`src/rtl/lsh_pkg.sv`:
```
// ----------------------------------------------------------------------------
// lsh_pkg
// Constants, codes and shared types of the letter sum hash histogram unit.
// ----------------------------------------------------------------------------
package lsh_pkg;

    // Histogram geometry. The hash word is 9 bits, which fixes 512 bins.
    localparam int NUM_BINS = 512;
    localparam int BIN_W    = $clog2(NUM_BINS);
    localparam int SUM_W    = BIN_W + 1;
    localparam int COUNT_W  = 20;
    localparam int CMD_W    = 2;
    localparam int KIND_W   = 2;
    localparam int CHAR_W   = 8;

    localparam logic [COUNT_W-1:0] COUNT_MAX         = {COUNT_W{1'b1}};
    localparam logic [CHAR_W-1:0]  LETTER_A          = 8'h61;
    localparam int                 LETTER_COUNT      = 26;
    localparam logic [BIN_W-1:0]   FIRST_TRACKED_BIN = BIN_W'(2);

    // Input command codes.
    typedef enum logic [CMD_W-1:0] {
        CMD_CHAR   = 2'd0,
        CMD_READ   = 2'd1,
        CMD_REPORT = 2'd2,
        CMD_NONE   = 2'd3
    } t_cmd;

    // Result kind codes.
    typedef enum logic [KIND_W-1:0] {
        KIND_WORD   = 2'd0,
        KIND_READ   = 2'd1,
        KIND_REPORT = 2'd2
    } t_kind;

    // Work held between the read issue and the update stage.
    typedef struct packed {
        t_kind                kind;
        logic [BIN_W-1:0]     addr;
        logic                 in_range;
        logic                 out_of_range;
        logic                 fwd_hit;
        logic [COUNT_W-1:0]   fwd_data;
    } t_stage;

    // Bin memory write request.
    typedef struct packed {
        logic                 en;
        logic [BIN_W-1:0]     addr;
        logic [COUNT_W-1:0]   data;
    } t_wr;

    // One result word.
    typedef struct packed {
        t_kind                kind;
        logic [BIN_W-1:0]     hash_bin;
        logic [COUNT_W-1:0]   hit_count;
        logic                 out_of_range;
    } t_result;

endpackage

```
`src/rtl/lsh_bin_update.sv`:
```
// ----------------------------------------------------------------------------
// lsh_bin_update
// Bin count increment with saturation, write back, and the running maximum
// over bins of index 2 and above.
// ----------------------------------------------------------------------------
module lsh_bin_update
    import lsh_pkg::*;
(
    input  logic               i_clk,
    input  logic               i_rst_n,
    input  t_stage             i_s1,
    input  logic               i_s1_fire,
    input  logic [COUNT_W-1:0] i_rd_data,
    output t_wr                o_wr,
    output t_result            o_res
);

    logic [BIN_W-1:0]   r_best_index;
    logic [COUNT_W-1:0] r_best_count;

    logic [COUNT_W-1:0] base;
    logic [COUNT_W-1:0] incr;
    logic               do_write;
    logic               take_best;

    // Current count with forwarding, and its saturating increment.
    always_comb begin
        base      = i_s1.fwd_hit ? i_s1.fwd_data : i_rd_data;
        incr      = (base == COUNT_MAX) ? base : (base + COUNT_W'(1));
        do_write  = i_s1_fire && (i_s1.kind == KIND_WORD) && i_s1.in_range;
        take_best = do_write && (i_s1.addr >= FIRST_TRACKED_BIN) &&
                    ((incr > r_best_count) ||
                     ((incr == r_best_count) && (i_s1.addr < r_best_index)));
    end

    // Write back request.
    assign o_wr.en   = do_write;
    assign o_wr.addr = i_s1.addr;
    assign o_wr.data = incr;

    // Result word.
    always_comb begin
        o_res.kind         = i_s1.kind;
        o_res.hash_bin     = '0;
        o_res.hit_count    = '0;
        o_res.out_of_range = 1'b0;
        case (i_s1.kind)
            KIND_WORD: begin
                o_res.out_of_range = i_s1.out_of_range;
                if (i_s1.in_range) begin
                    o_res.hash_bin  = i_s1.addr;
                    o_res.hit_count = incr;
                end
            end
            KIND_READ: begin
                o_res.hash_bin  = i_s1.addr;
                o_res.hit_count = i_s1.in_range ? base : '0;
            end
            KIND_REPORT: begin
                o_res.hash_bin  = r_best_index;
                o_res.hit_count = r_best_count;
            end
            default: begin
                o_res.kind = KIND_WORD;
            end
        endcase
    end

    // Running maximum.
    always_ff @(posedge i_clk) begin
        if (!i_rst_n) begin
            r_best_index <= '0;
            r_best_count <= '0;
        end else if (take_best) begin
            r_best_index <= i_s1.addr;
            r_best_count <= incr;
        end
    end

endmodule

```
`config.mk`:
```
export PLATFORM = sky130hd
export DESIGN_NAME = lsh_bin_update
export DESIGN_NICKNAME = d
export VERILOG_FILES = /design/src/rtl/lsh_pkg.sv /design/src/rtl/lsh_bin_update.sv
export SDC_FILE = /design/constraint.sdc
export NUM_CORES = 1
export LEC_CHECK = 0
export BUFFER_PORTS_ARGS = -buffer_cell sky130_fd_sc_hd__buf_2
export CORE_MARGIN = 2
export CORE_UTILIZATION = 35
export CTS_CLUSTER_SIZE = 10
export DETAILED_ROUTE_END_ITERATION = 8
export GPL_ROUTABILITY_DRIVEN = 1
export PLACE_DENSITY = 0.66
export SLEW_MARGIN = 5
export SYNTH_ARGS = -nofsm -noshare
export SYNTH_HDL_FRONTEND = slang
export SYNTH_SLANG_ARGS = --single-unit
```
`constraint.sdc`:
```
create_clock -name i_clk -period 5.8 [get_ports i_clk]
set_clock_uncertainty 0.2 [all_clocks]
set_input_delay 1.16 -clock i_clk [delete_from_list [all_inputs] [get_ports i_clk]]
set_output_delay 1.16 -clock i_clk [all_outputs]
set_load 0.005 [all_outputs]
```
Word-level counts from Yosys, hierarchy flattened
Index checks and enable logic that the tools add are counted.

Register bits after elaboration: 29. Output and inout port bits: 62. Input port bits: 57. Word-level logic and storage cells: 25.

Equal/unequal tests: 4. Reductions and logical operators: 8. Muxes and demuxes: 7. Add/subtract/negate cells: 1. Order comparisons: 3.

Operators by type and width (number): $pmux W29 S3 (1); $mux W20 (3); $mux W29 (1); $add A20 B1 Y20 const B (1); $eq A20 B20 Y1 (1); $eq A20 B20 Y1 const B (1); $gt A20 B20 Y1 (1); $ge A9 B2 Y1 const B (1); $lt A9 B9 Y1 (1); $logic_and A1 B1 Y1 (5); $reduce_or A3 Y1 (1); $eq A2 B1 Y1 const B (1); $eq A2 B2 Y1 const B (1); $logic_not A2 Y1 (1); $mux W2 (1); $logic_or A1 B1 Y1 (1); $mux W1 (1).

Logic depth before layout (Yosys ltp)
Depth in word-level cells: 7. Gate-level depth with buffers: 23. Depth with buffers taken out: 18.

Least setup slack after synthesis
Ideal clock, no wire load.

Kind: input to register. Start point: input port i_s1[20] in the netlist's numbering. End point: register r_best_index[1]. Library setup time: 116 ps. Path buffers: 5. Arrival time: 4915 ps. Setup slack: 569 ps. Stages: 20. Cells stage by stage: buf_6 -> buf_12 -> buf_6 -> buf_2 -> mux2i_1 -> inv_1 -> ha_1 -> inv_1 -> a211o_1 -> nor3_4 -> a21boi_4 -> a41oi_2 -> ha_1 -> nand4_1 -> nor4_1 -> nand2_1 -> o311ai_2 -> buf_2 -> mux2i_1 -> nor2b_1.

RTL lines: start: declaration (line lsh_bin_update.sv:11) `input t_stage i_s1,`; end signal: assignment (line lsh_bin_update.sv:75) `r_best_index <= i_s1.addr;`; end: declaration (line lsh_bin_update.sv:18) `logic [BIN_W-1:0] r_best_index;`.

Worst setup path after layout
Start point: input port i_s1[20] in the netlist's numbering. End point: register r_best_index[4].

Cells in the longest elaborated chain, start to end: 7. Elaborated cells between the ends (all ways): 9.

Ends and longest elaborated chain: $mux W20 * (line lsh_bin_update.sv:28) `base = i_s1.fwd_hit ? i_s1.fwd_data : i_rd_data;`; $add A20 B1 Y20 / $eq A20 B20 Y1 (equally long branches) (line lsh_bin_update.sv:29) `incr = (base == COUNT_MAX) ? base : (base + COUNT_W'(1));`; $mux W20 * (line lsh_bin_update.sv:29); parallel branches: the longest is 2 deep, another holds $gt A20 B20 Y1; $logic_or A1 B1 Y1 * (line lsh_bin_update.sv:32) `((incr > r_best_count) ||`; $logic_and A1 B1 Y1 * (line lsh_bin_update.sv:31) `take_best = do_write && (i_s1.addr >= FIRST_TRACKED_BIN) &&`.

Mark *: on every way between the ends. A chain may end at the register's enable or synchronous reset.

==> run summary <==
## Timing
* Setup-failing EPs final: 0
* worst rel slew slack: 58.6%
* setup repair after global routing missed its margin: false
* Final Critical Period: 5.25 ns
* final count of pins violating max slew: 0
* Final Hold Violating Endpoints: 0
* final cycle utilization of the critical path: 90.5%
* transition time of the tightest slew-check pin: 0.619 ns
* highest clock rate: 191 MHz
* Total Negative Setup Slacks: 0 ns

## Synthesis
* post-synthesis compound-gate area fraction: 24.8%
* leading register cell type out of synthesis: dfxtp_1
* top-area cell type share of the netlist area: 16.8%
* number of register bits inferred by synthesis: 29
* Syn. warnings: 0
* leading area contributor after synthesis: dfxtp_1
* sequential share of the synthesized area: 16.8%
* share of synthesized area spent on multiplexers: 13.9%
* fraction of registers with async set/reset: 0%
* cell count after synthesis: 412
* adder-cell share of the synthesized area: 10.5%
* largest family of logic cells by synthesized area: compound AO/OA/AOI/OAI gates
* ranking of synthesized cells by area: dfxtp_1 17%, mux2i_1 12%, ha_1 10%
* summed instance area of the synthesized netlist: 3460 sq um
* Simple-Gate Fraction of Synth Area: 20.9%
* Mean Syn Cell Area: 8.39 sq um
* EDFF count, synth: 0
* synthesized-area fraction occupied by xor and xnor cells: 3.44%
* post-synth net total: 498
* unique cell type count in the Yosys netlist: 67

## Finish
* number of diodes: 0
* Area Growth Syn to Fin: 20.0%
* final net count: 597
* most common cell after layout, fill and taps aside: buf_2
* fraction of layout cells with a size suffix above 1: 31.1%
* Final Core Density: 42.8%
* filler-free cell count of the finished design: 645
* commonest non-fill, non-tap cells in the layout: 118 x buf_2, 42 x mux2i_1, 34 x inv_1, 34 x nor2b_1

## Global route
* GRT met2 Usage: 34.0%
* met3 usage in global routing: 4.30%
* GR Overflow Total: 0
* vias in the first global route: 3304
* total global routing track utilization: 20.1%
* initial antenna violation count: 0
* met1 capacity usage during global routing: 25.8%
* global-route wire length before repair: 16.8 mm
* Top Usage Layer GRT: met2
* largest net degree at the start of global routing: 41

## Flow run
* max capacitance violation total: 0

## Floorplanning
* full die area: 10700 sq um
* Die Y: 103 microns
* total number of placement rows: 36
* Top Ports: 119
* Die Width: 103 microns
* standard cell core area: 9680 sq um
* Starting Density: 35.7%

## Setup path
* category of the most critical setup path: in2reg
* endpoint type of the worst setup path: flop
* required time of the worst setup path: 5.77 ns
* Worst setup startpoint: i_s1[20]
* reg2reg start: r_best_count[18]
* setup slack of the most critical reg-to-reg path: 2.98 ns
* crit-path max FO: 20
* r2r endpoint: r_best_index[4]
* WP data arrival: 5.22 ns
* R2R cell count: 10
* kind of start point of the critical path: input port

## Clock network
* largest buffer count on any clock path: 2
* TritonCTS clock tree: done
* clock insertion delay at the later pin of the skew report: 0.28 ns
* clock root cell: clkbuf_8
* number of setup buffers added after CTS: 0
* clock net sink count: 29
* quantity of hold-fixing buffers added after cts: 0
* Post-CTS Resized: 0
* clock-pin slew on the worst setup and hold paths: 0.06 ns
* number of H-tree levels: 2
* clock buffer count from CTS: 5

## Place
* count of input and output buffers: 118
* final weighted congestion in routability-driven placement: 0.866
* cell total after placement: 637
* HPWL reported at the end of detailed placement: 8.51 mm

## Detailed routing
* average wire per cell in the routed design: 16.9 microns
* via count: 3512
* router iterations before antenna repair: 4
* DRC violations left: 0
* Post-DRT Antenna Nets: 0
* average vias per placed instance: 5.44
* routed wire length: 10.9 mm
* initial DRC count: 183

## Hold path
* capture endpoint of the worst hold path: r_best_index[5]
* worst min path class: reg2reg
* WHS Path Cells: 2
* startpoint of the worst hold path: r_best_index[5]

## Power and ir drop
* Leakage Power: 1.91 nW
* power density over cell area: 146 nW/um^2
* worst-case vdd ir drop: 0.0970 mV

## Run status
* result of the run: completed

cells by family after synthesis:
logic type,after synthesis
muxes,47
buffers and inverters,65
AOI/OAI and AO/OA,109
xor gates and xnor gates,11
and+or+nand+nor,122
DFF,29
adders and majority gates,29
area by class of cell:
class                   instances  area (sq um)
clock buffers                   6          72.6
clock inverters                 2          10.0
fillers                       968          5540
inverters                      34           128
multi-input cells             318          2550
flip-flops and latches         29           581
well taps                     133           166
repair buffers                123           641
state kept, by name, summed over array words and instances (netlist names):
| signal | cells |
|---|---|
| r_best_count | 20 |
| r_best_index | 9 |
cells in the mapped netlist, types with 3 or more instances:
library cell / n
mux2i_1: 42
inv_1: 34
nor2b_1: 34
dfxtp_1: 29
ha_1: 29
nand2_1: 26
a21oi_1: 20
nand3_1: 16
a22oi_1: 14
buf_4: 12
o22ai_1: 12
a22o_1: 10
nor2_1: 10
o21ai_0: 9
clkbuf_1: 8
a211oi_1: 7
buf_2: 6
xnor2_1: 6
nand3b_1: 5
nand4_1: 5
mux2_2: 4
o21ai_1: 4
a21o_1: 3
a31oi_4: 3
buf_6: 3
nand2b_1: 3
nor4_1: 3
o2111ai_1: 3
xnor2_2: 3
how the worst max path moves through the flow:
stage / endpoint / slack, ns / cells past startpoint
2_1_floorplan: r_best_index[1] / 0.57 / 20
3_3_place_gp: r_best_index[4] / 0.48 / 19
3_5_place_dp: r_best_count[8] / 0.30 / 18
4_1_cts: r_best_index[4] / 0.60 / 18
5_1_grt: r_best_index[4] / 0.21 / 18
6_report: r_best_index[4] / 0.55 / 18
worst max-delay path: stages:
cell	delay, ns
buf_2	0.16
mux2i_1	0.17
inv_1	0.12
ha_1	0.18
inv_1	0.09
a211oi_1	0.39
nand3_2	0.25
nor3_1	0.30
mux2i_1	0.38
ha_1	0.22
nand4_1	0.15
nor4_1	0.50
o311ai_0	0.23
o2111ai_1	0.21
o311ai_4	0.15
buf_4	0.27
mux2i_1	0.20
nor2b_1	0.06
per-stage QoR:
stage | cell area (sq um) | hold WS (ns) | total power [W] | setup slack, ns
finish | 4150 | 0.350 | 0.000607 | 0.552
global route | 4150 | 0.374 | 0.000643 | 0.206
CTS | 4150 | 0.350 | 0.000612 | 0.602
detailed placement | 4070 | 0.339 | 0.000443 | 0.303
global placement | 4070 | 0.323 | 0.000439 | 0.482
floorplan | 3460 | 0.309 | 0.000357 | 0.569
routing by layer:
layer	share of wire (%)	wire length, microns
met5	0	0
met1	43	4670
met3	7.6	830
met4	1.4	155
met2	48	5240
report_power, final:
group / internal, W / switching (W)
logic: 0.0000997 / 0.000134
registers: 0.000203 / 0.00000342
clock network: 0.0000831 / 0.0000830
total: 0.000386 / 0.000221
Power figures use the tool's default switching activity.
