--- config.mk ---
export PLATFORM = sky130hd
export DESIGN_NAME = lsh_word_front
export DESIGN_NICKNAME = d
export VERILOG_FILES = /design/src/rtl/lsh_pkg.sv /design/src/rtl/lsh_word_front.sv
export SDC_FILE = /design/constraint.sdc
export NUM_CORES = 1
export LEC_CHECK = 0
export BUFFER_PORTS_ARGS = -buffer_cell sky130_fd_sc_hd__buf_2
export CORE_MARGIN = 4
export CORE_UTILIZATION = 40
export CTS_BUF_LIST = sky130_fd_sc_hd__clkbuf_4
export DETAILED_ROUTE_END_ITERATION = 10
export PLACE_DENSITY = 0.68
export SYNTH_ARGS = -nofsm -noshare
export SYNTH_HDL_FRONTEND = slang
export SYNTH_SLANG_ARGS = --single-unit
--- constraint.sdc ---
create_clock -name i_clk -period 7 [get_ports i_clk]
set_input_delay 1.75 -clock i_clk [delete_from_list [all_inputs] [get_ports i_clk]]
set_output_delay 1.75 -clock i_clk [all_outputs]
set_load 0.03 [all_outputs]
--- src/rtl/lsh_pkg.sv ---
// ----------------------------------------------------------------------------
// lsh_pkg
// Constants, codes and shared types of the letter sum hash histogram unit.
// ----------------------------------------------------------------------------
package lsh_pkg;

    // Histogram geometry. The hash word is 9 bits, which fixes 512 bins.
    localparam int NUM_BINS = 512;
    localparam int BIN_W    = $clog2(NUM_BINS);
    localparam int SUM_W    = BIN_W + 1;
    localparam int COUNT_W  = 20;
    localparam int CMD_W    = 2;
    localparam int KIND_W   = 2;
    localparam int CHAR_W   = 8;

    localparam logic [COUNT_W-1:0] COUNT_MAX         = {COUNT_W{1'b1}};
    localparam logic [CHAR_W-1:0]  LETTER_A          = 8'h61;
    localparam int                 LETTER_COUNT      = 26;
    localparam logic [BIN_W-1:0]   FIRST_TRACKED_BIN = BIN_W'(2);

    // Input command codes.
    typedef enum logic [CMD_W-1:0] {
        CMD_CHAR   = 2'd0,
        CMD_READ   = 2'd1,
        CMD_REPORT = 2'd2,
        CMD_NONE   = 2'd3
    } t_cmd;

    // Result kind codes.
    typedef enum logic [KIND_W-1:0] {
        KIND_WORD   = 2'd0,
        KIND_READ   = 2'd1,
        KIND_REPORT = 2'd2
    } t_kind;

    // Work held between the read issue and the update stage.
    typedef struct packed {
        t_kind                kind;
        logic [BIN_W-1:0]     addr;
        logic                 in_range;
        logic                 out_of_range;
        logic                 fwd_hit;
        logic [COUNT_W-1:0]   fwd_data;
    } t_stage;

    // Bin memory write request.
    typedef struct packed {
        logic                 en;
        logic [BIN_W-1:0]     addr;
        logic [COUNT_W-1:0]   data;
    } t_wr;

    // One result word.
    typedef struct packed {
        t_kind                kind;
        logic [BIN_W-1:0]     hash_bin;
        logic [COUNT_W-1:0]   hit_count;
        logic                 out_of_range;
    } t_result;

endpackage

--- src/rtl/lsh_word_front.sv ---
// ----------------------------------------------------------------------------
// lsh_word_front
// Word sum accumulator, command decode and bin read issue. Holds the stage
// register that waits for the bin read data.
// ----------------------------------------------------------------------------
module lsh_word_front
    import lsh_pkg::*;
(
    input  logic               i_clk,
    input  logic               i_rst_n,
    input  logic               i_accept,
    input  logic [CMD_W-1:0]   i_cmd,
    input  logic [CHAR_W-1:0]  i_char_code,
    input  logic               i_end_of_word,
    input  logic [BIN_W-1:0]   i_bin_index,
    input  logic               i_s1_fire,
    input  t_wr                i_wr,
    output logic               o_rd_en,
    output logic [BIN_W-1:0]   o_rd_addr,
    output logic               o_s1_valid,
    output t_stage             o_s1
);

    localparam int ADD_W = SUM_W + 1;

    logic [SUM_W-1:0]  r_sum;
    logic [SUM_W-1:0]  n_sum;
    logic              r_s1_valid;
    logic              n_s1_valid;
    t_stage            r_s1;
    t_stage            n_s1;

    logic              is_letter;
    logic [4:0]        letter_val;
    logic [ADD_W-1:0]  sum_raw;
    logic [SUM_W-1:0]  sum_sat;
    logic              req_valid;
    logic              req_rd;
    t_stage            req;

    // Letter value 1..26, other bytes add nothing.
    always_comb begin
        is_letter  = (i_char_code >= LETTER_A) &&
                     (i_char_code < CHAR_W'(LETTER_A + CHAR_W'(LETTER_COUNT)));
        letter_val = is_letter ? (5'(i_char_code - LETTER_A) + 5'd1) : 5'd0;
        sum_raw    = {1'b0, r_sum} + ADD_W'(letter_val);
        sum_sat    = (sum_raw >= ADD_W'(NUM_BINS)) ? SUM_W'(NUM_BINS)
                                                   : sum_raw[SUM_W-1:0];
    end

    // Command decode into the stage request.
    always_comb begin
        req_valid        = 1'b0;
        req_rd           = 1'b0;
        n_sum            = r_sum;
        req.kind         = KIND_WORD;
        req.addr         = '0;
        req.in_range     = 1'b0;
        req.out_of_range = 1'b0;
        case (t_cmd'(i_cmd))
            CMD_CHAR: begin
                n_sum = i_end_of_word ? '0 : sum_sat;
                if (i_end_of_word) begin
                    req_valid        = 1'b1;
                    req.kind         = KIND_WORD;
                    req.addr         = sum_sat[BIN_W-1:0];
                    req.in_range     = (sum_sat < SUM_W'(NUM_BINS));
                    req.out_of_range = !req.in_range;
                    req_rd           = req.in_range;
                end
            end
            CMD_READ: begin
                req_valid    = 1'b1;
                req.kind     = KIND_READ;
                req.addr     = i_bin_index;
                req.in_range = ({1'b0, i_bin_index} < SUM_W'(NUM_BINS));
                req_rd       = req.in_range;
            end
            CMD_REPORT: begin
                req_valid = 1'b1;
                req.kind  = KIND_REPORT;
            end
            default: begin
                req_valid = 1'b0;
            end
        endcase
        // A write landing on the same edge as the read is not seen by the
        // read, so it is captured here for forwarding.
        req.fwd_hit  = i_wr.en && (i_wr.addr == req.addr);
        req.fwd_data = i_wr.data;
    end

    // Stage register next values.
    always_comb begin
        n_s1_valid = r_s1_valid;
        n_s1       = r_s1;
        if (i_accept) begin
            n_s1_valid = req_valid;
            n_s1       = req;
        end else if (i_s1_fire) begin
            n_s1_valid = 1'b0;
        end
    end

    // Word sum and stage state.
    always_ff @(posedge i_clk) begin
        if (!i_rst_n) begin
            r_sum      <= '0;
            r_s1_valid <= 1'b0;
        end else begin
            if (i_accept) begin
                r_sum <= n_sum;
            end
            r_s1_valid <= n_s1_valid;
        end
    end

    // Stage payload.
    always_ff @(posedge i_clk) begin
        r_s1 <= n_s1;
    end

    assign o_rd_en    = i_accept && req_rd;
    assign o_rd_addr  = req.addr;
    assign o_s1_valid = r_s1_valid;
    assign o_s1       = r_s1;

endmodule

==> Yosys cells after proc, flatten, opt, wreduce, memory -nomap -nowiden <==
Cells that the tools add are included.
{ "classes": {"add_sub_neg": 3, "n_lt_le_gt_ge": 4, "eq_ne": 3, "n_mux": 12, "n_reduce_logical": 9} }
{ "ops": {"columns": ["op", "n"], "rows": [
  ["$mux W10", 2],
  ["$pmux W10 S2", 1],
  ["$add A10 B5 Y11", 1],
  ["$ge A11 B10 Y1 const B", 1],
  ["$mux W11", 1],
  ["$lt A10 B10 Y1 const B", 1],
  ["$eq A9 B9 Y1", 1],
  ["$ge A8 B7 Y1 const B", 1],
  ["$lt A8 B7 Y1 const B", 1],
  ["$pmux W2 S3", 1],
  ["$add A5 B1 Y5 const B", 1],
  ["$mux W5", 1],
  ["$sub A5 B1 Y5 const B", 1],
  ["$mux W1", 4],
  ["$pmux W1 S2", 2],
  ["$reduce_and A2 Y1", 2],
  ["$logic_and A1 B1 Y1", 3],
  ["$eq A2 B1 Y1 const B", 1],
  ["$eq A2 B2 Y1 const B", 1],
  ["$logic_not A2 Y1", 1],
  ["$reduce_bool A2 Y1", 1],
  ["$reduce_or A2 Y1", 1],
  ["$logic_not A1 Y1", 1]
]} }
{ "totals": {"register_bits": 45, "input_bits": 54, "output_inout_bits": 45, "word_cells": 39} }

==> Longest topological paths before layout <==
{ "depth": {"word_depth": 12, "depth_mapped": 15, "depth_no_buf": 14} }

==> Worst setup path after synthesis <==
No wires, ideal clock.
{ "synth_timing": {"path_kind": "input port to output port", "startpoint": "input i_char_code[2]", "endpoint": "output o_rd_en", "arrival_time_ns": 4.708, "required_ns": 5.250, "slack_ns": 0.542, "path_stages": 13, "n_path_buf": 0, "cell_sequence": "or4_1 > o221ai_1 > inv_1 > and2_1 > ha_1 > inv_1 > fa_1 > nor2b_4 > o311a_4 > or4_4 > a21o_4 > or2b_1 > and2_1"} }
{ "synth_via": {"elab_chain_len": 10, "elab_cells_between_ends": 13, "cone_classes": "add/sub (3); order compare (4); mux (4); reduce/logical (2)"} }
{ "synth_lines": {"columns": ["item", "line_no", "source"], "rows": [
  ["from (decl)", "lsh_word_front.sv:13", "input logic [CHAR_W-1:0] i_char_code,"],
  ["$sub A5 B1 Y5 (tied with other cells)", "lsh_word_front.sv:45", "letter_val = is_letter ? (5'(i_char_code - LETTER_A) + 5'd1) : 5'd0;"],
  ["$add A5 B1 Y5 / $logic_and A1 B1 Y1 (equally long branches)", "lsh_word_front.sv:45, lsh_word_front.sv:43", null],
  ["$mux W5 (*)", "lsh_word_front.sv:45", null],
  ["$add A10 B5 Y11 (*)", "lsh_word_front.sv:46", "sum_raw = {1'b0, r_sum} + ADD_W'(letter_val);"],
  ["$ge A11 B10 Y1", "lsh_word_front.sv:47", "sum_sat = (sum_raw >= ADD_W'(NUM_BINS)) ? SUM_W'(NUM_BINS)"],
  ["$mux W10 (*)", "lsh_word_front.sv:47", null],
  ["$lt A10 B10 Y1 (*)", "lsh_word_front.sv:67", "req.in_range = (sum_sat < SUM_W'(NUM_BINS));"],
  ["$mux W1 (*)", "lsh_word_front.sv:63", "if (i_end_of_word) begin"],
  ["$pmux W1 S2 (*)", "lsh_word_front.sv:60", "case (t_cmd'(i_cmd))"],
  ["$logic_and A1 B1 Y1 (*)", "lsh_word_front.sv:123", "assign o_rd_en = i_accept && req_rd;"],
  ["to (decl)", "lsh_word_front.sv:18", "output logic o_rd_en,"]
]} }
Every way passes the cells marked *; elsewhere a longest branch is shown, timed or not.

==> Worst setup path after layout <==
{ "layout_timing": {"startpoint": "input i_char_code[2]", "endpoint": "output o_rd_addr[6]"} }
{ "layout_via": {"elab_chain_len": 8, "elab_cells_between_ends": 11, "cone_classes": "add/sub (3); order compare (3); mux (4); reduce/logical (1)"} }
{ "layout_lines": {"columns": ["item", "line_no", "source"], "rows": [
  ["$sub A5 B1 Y5 (tied with other cells)", "lsh_word_front.sv:45", null],
  ["$add A5 B1 Y5 / $logic_and A1 B1 Y1 (equally long branches)", "lsh_word_front.sv:45, lsh_word_front.sv:43", null],
  ["$mux W5 (*)", "lsh_word_front.sv:45", null],
  ["$add A10 B5 Y11 (*)", "lsh_word_front.sv:46", null],
  ["$ge A11 B10 Y1", "lsh_word_front.sv:47", null],
  ["$mux W10 (*)", "lsh_word_front.sv:47", null],
  ["$mux W11 (*)", "lsh_word_front.sv:63", null],
  ["$pmux W10 S2 (*)", "lsh_word_front.sv:60", null],
  ["to (decl)", "lsh_word_front.sv:19", "output logic [BIN_W-1:0] o_rd_addr,"]
]} }
Marked as above.

==> PnR_summary.wiki <==
{| class="wikitable"
! Metric !! Value
|-
| Fin Hold WS || 496 ps
|-
| P_leak || 1.37 nW
|-
| Post-cts sizing count || 0
|-
| Part of the Yosys area used for sequential elements || 50.4%
|-
| Transition time at the pin with the least slew margin || 576 ps
|-
| Total number of placement rows || 28
|-
| Number of inserted filler cells in the final layout || 575
|-
| Class of the most critical setup path || primary input to output port
|-
| Remaining DRCs || 0
|-
| TritonCTS sink count || 45
|-
| Number of buffers created by CTS || 5
|-
| Core box area || 0.00596 sq mm
|-
| Clock transition time at the flip-flop clock pins of the worst setup and hold paths || 140 ps
|-
| Number of enable-type register cells in the synthesized netlist || 34
|-
| Initial core utilization || 41.3%
|-
| Violation count after the first detailed-routing iteration || 112
|-
| Synth unique cells || 59
|-
| Number of setup violations in the final report || 0
|-
| Crit path required time || 5250 ps
|-
| Dominant synthesized flop cell || sky130_fd_sc_hd__edfxtp_1
|-
| Detailed-router iteration count before antenna repair || 4
|-
| Peak supply drop || 0.131 mV
|-
| Remaining max-slew budget at the tightest pin || 61.6%
|-
| Unrepaired setup endpoints after global routing || false
|-
| Wirelength, routed || 6.06 mm
|-
| Final count of hold timing violations || 0
|-
| Antenna violations before repair || 0
|-
| Synth Instances || 226
|-
| Clock tree from TritonCTS || built
|-
| Maximum root-to-sink buffer count || 2
|-
| Wire per inst || 15.4 microns
|-
| R2r setup slk || 4110 ps
|-
| Maximum fanout encountered on the critical timing path || 8
|-
| Run status || completed
|-
| Number of routed nets with antenna violations || 0
|-
| Total via count in the routed design || 2079
|-
| Floorplan die width || 86.4 microns
|-
| Count of final max-slew check failures || 0
|-
| Ant. Diodes || 0
|-
| Worst r2r path cells || 10
|-
| Critical Path Start Type || primary input
|-
| Type of element capturing the critical path || output port
|-
| Final min period || 6740 ps
|-
| Nets@finish || 382
|-
| Highest-count cells in the layout ignoring fill and taps || sky130_fd_sc_hd__buf_2, sky130_fd_sc_hd__edfxtp_1, sky130_fd_sc_hd__nand2_1
|-
| Via-to-Cell Ratio || 5.28
|-
| Hold_buf cts || 0
|-
| IO Pins || 99
|-
| Capturing instance or port of the critical path || o_rd_addr[6]
|-
| Period utilisation layout || 96.2%
|-
| H-tree depth || 2
|-
| Maximum number of pins on one net before global-route repair || 40
|-
| Grt ovf || 0
|-
| Cell area after layout || 0.00307 sq mm
|-
| Global-route total usage across every layer || 15.8%
|-
| First-pass GRT wire length || 9.32 mm
|-
| DP Area || 0.00296 sq mm
|-
| Worst setup path start || i_char_code[2]
|-
| Syn nets || 290
|-
| Final sum of negative setup slack || 0 ps
|-
| Maximum achievable frequency || 148 MHz
|-
| Post-synthesis sequential element count || 45
|-
| Buffer cell driving the clock tree root || sky130_fd_sc_hd__clkbuf_4
|-
| Chip height || 86.4 microns
|-
| Commonest non-fill, non-tap cell in the layout || sky130_fd_sc_hd__buf_2
|-
| Final worst-path setup slack || 264 ps
|-
| Global placement routability congestion || 0.833
|-
| Worst hold-check path type || flop to flop
|-
| Number of global-route vias before repair || 1958
|-
| Worst setup timing slack at the placement stage || 265 ps
|-
| Endpoint of the lowest-slack register-to-register path || r_sum[6]
|-
| Worst r2r src || r_sum[0]
|-
| Maximum capacitance violations || 0
|-
| Largest clock skew in the final design || 15.9 ps
|-
| Yosys warns || 0
|-
| Area enclosed by the die boundary || 0.00747 sq mm
|-
| Pwr dens || 200 mW/mm^2
|-
| Fraction of final layout cells sized beyond drive strength 1 || 36.1%
|-
| Clock latency reported for the late side of the worst-skew pair || 370 ps
|-
| Data arrival time of the critical path || 4990 ps
|-
| Avg Synthesized Cell Area || 10.9 sq um
|-
| Cell area after synthesis || 0.00246 sq mm
|-
| Total of buffers placed on input and output ports || 98
|-
| Placed wire-length estimate after detailed placement || 4.73 mm
|-
| Setup Fix Bufs, Post-CTS || 0
|-
| Async set-or-reset flop fraction in the synthesized netlist || 0%
|-
| Area growth syn-to-layout || 24.7%
|}
==> how the worst min path moves through the flow <==
stage | end | slack [ps] | from | depth (start not counted)
after floorplan | r_sum[3] | 440 | r_sum[3] | 2
after global placement | r_sum[3] | 460 | r_sum[3] | 2
after detailed placement | r_sum[3] | 480 | r_sum[3] | 2
after CTS | r_sum[3] | 500 | r_sum[3] | 2
after global routing | r_sum[3] | 520 | r_sum[3] | 2
final | r_sum[3] | 500 | r_sum[3] | 2
==> flip-flops by register name, indices dropped and copies added, names as in the netlist <==
signal	flops
o_s1	34
r_sum	10
o_s1_valid	1
==> Yosys cell counts, drive strengths merged, types with 3 or more instances <==
master,count,share of area [%]
nand3,4,0.81
clkbuf,3,0.46
edfxtp,34,41
nor2,12,1.8
and2,7,1.8
o31ai,3,0.92
ha,9,4.6
a22o,3,1.1
nor2b,9,2.6
xor2,5,1.8
xnor2,3,1.1
a22oi,4,1.2
a21boi,4,1.2
inv,13,2.0
nor3,4,0.81
and3,8,2.0
nand2,19,3.0
dfxtp,11,8.9
a21oi,10,2.2
a21o,4,1.5
o21ai,12,2.9
buf,11,3.3
==> per-stage QoR <==
step / util (%) / total power [mW] / std cells
finish: 51.5 / 0.615 / 394
global route: 51.5 / 0.640 / 394
CTS: 51.5 / 0.621 / 394
detailed placement: 49.7 / 0.418 / 386
global placement: 49.7 / 0.416 / 386
floorplan: - / 0.377 / 226
==> layer usage <==
| metal | wire length (microns) | part of all wire [%] | track usage [%] |
|---|---|---|---|
| met1 | 2600 | 43 | 19.7 |
| met2 | 2800 | 46 | 27.3 |
| met4 | 44 | 0.73 | 3.40 |
| met5 | 0 | 0 | 0 |
| met3 | 613 | 10 | 4.28 |
==> cell type report <==
type                       instances  area [sq um]  share of cell area, %
tap                               75          93.8                   3.06
timing repair buffer              99           498                   16.2
clock buffer                       5          37.5                   1.22
multi-input combinational        154          1080                   35.2
inverter                          13          48.8                   1.59
clock inverter                     3          68.8                   2.24
sequential                        45          1240                   40.5
==> kinds of logic (layout without fill, tap and decap cells) <==
family          after synthesis  after routing  synth area share (%)
compound gates               58             58                  17.8
flops                        45             45                  50.4
simple gates                 77             77                  17.4
fa+ha+maj                    10             10                  5.39
mux                           1              1                 0.407
xor+xnor                      8              8                  2.85
buf+inv                      27            120                  5.69
==> critical path: stages <==
cell and delay [ps]:
sky130_fd_sc_hd__buf_2 110, sky130_fd_sc_hd__or4_1 510, sky130_fd_sc_hd__o221ai_1 180, sky130_fd_sc_hd__inv_1 90, sky130_fd_sc_hd__and2_1 160, sky130_fd_sc_hd__ha_1 190, sky130_fd_sc_hd__inv_1 70, sky130_fd_sc_hd__fa_1 240
sky130_fd_sc_hd__nor2b_4 60, sky130_fd_sc_hd__o311a_4 330, sky130_fd_sc_hd__or4_4 530, sky130_fd_sc_hd__a21o_4 260, sky130_fd_sc_hd__o21ai_0 240, sky130_fd_sc_hd__buf_2 250
==> where the power goes <==
| part | internal [mW] | switching, mW | leakage [nW] |
|---|---|---|---|
| registers | 0.303 | 0.00321 | 0.421 |
| logic | 0.0338 | 0.0705 | 0.889 |
| clock network | 0.112 | 0.0917 | 0.0558 |
Note: power is estimated with default switching activity, not from simulation.
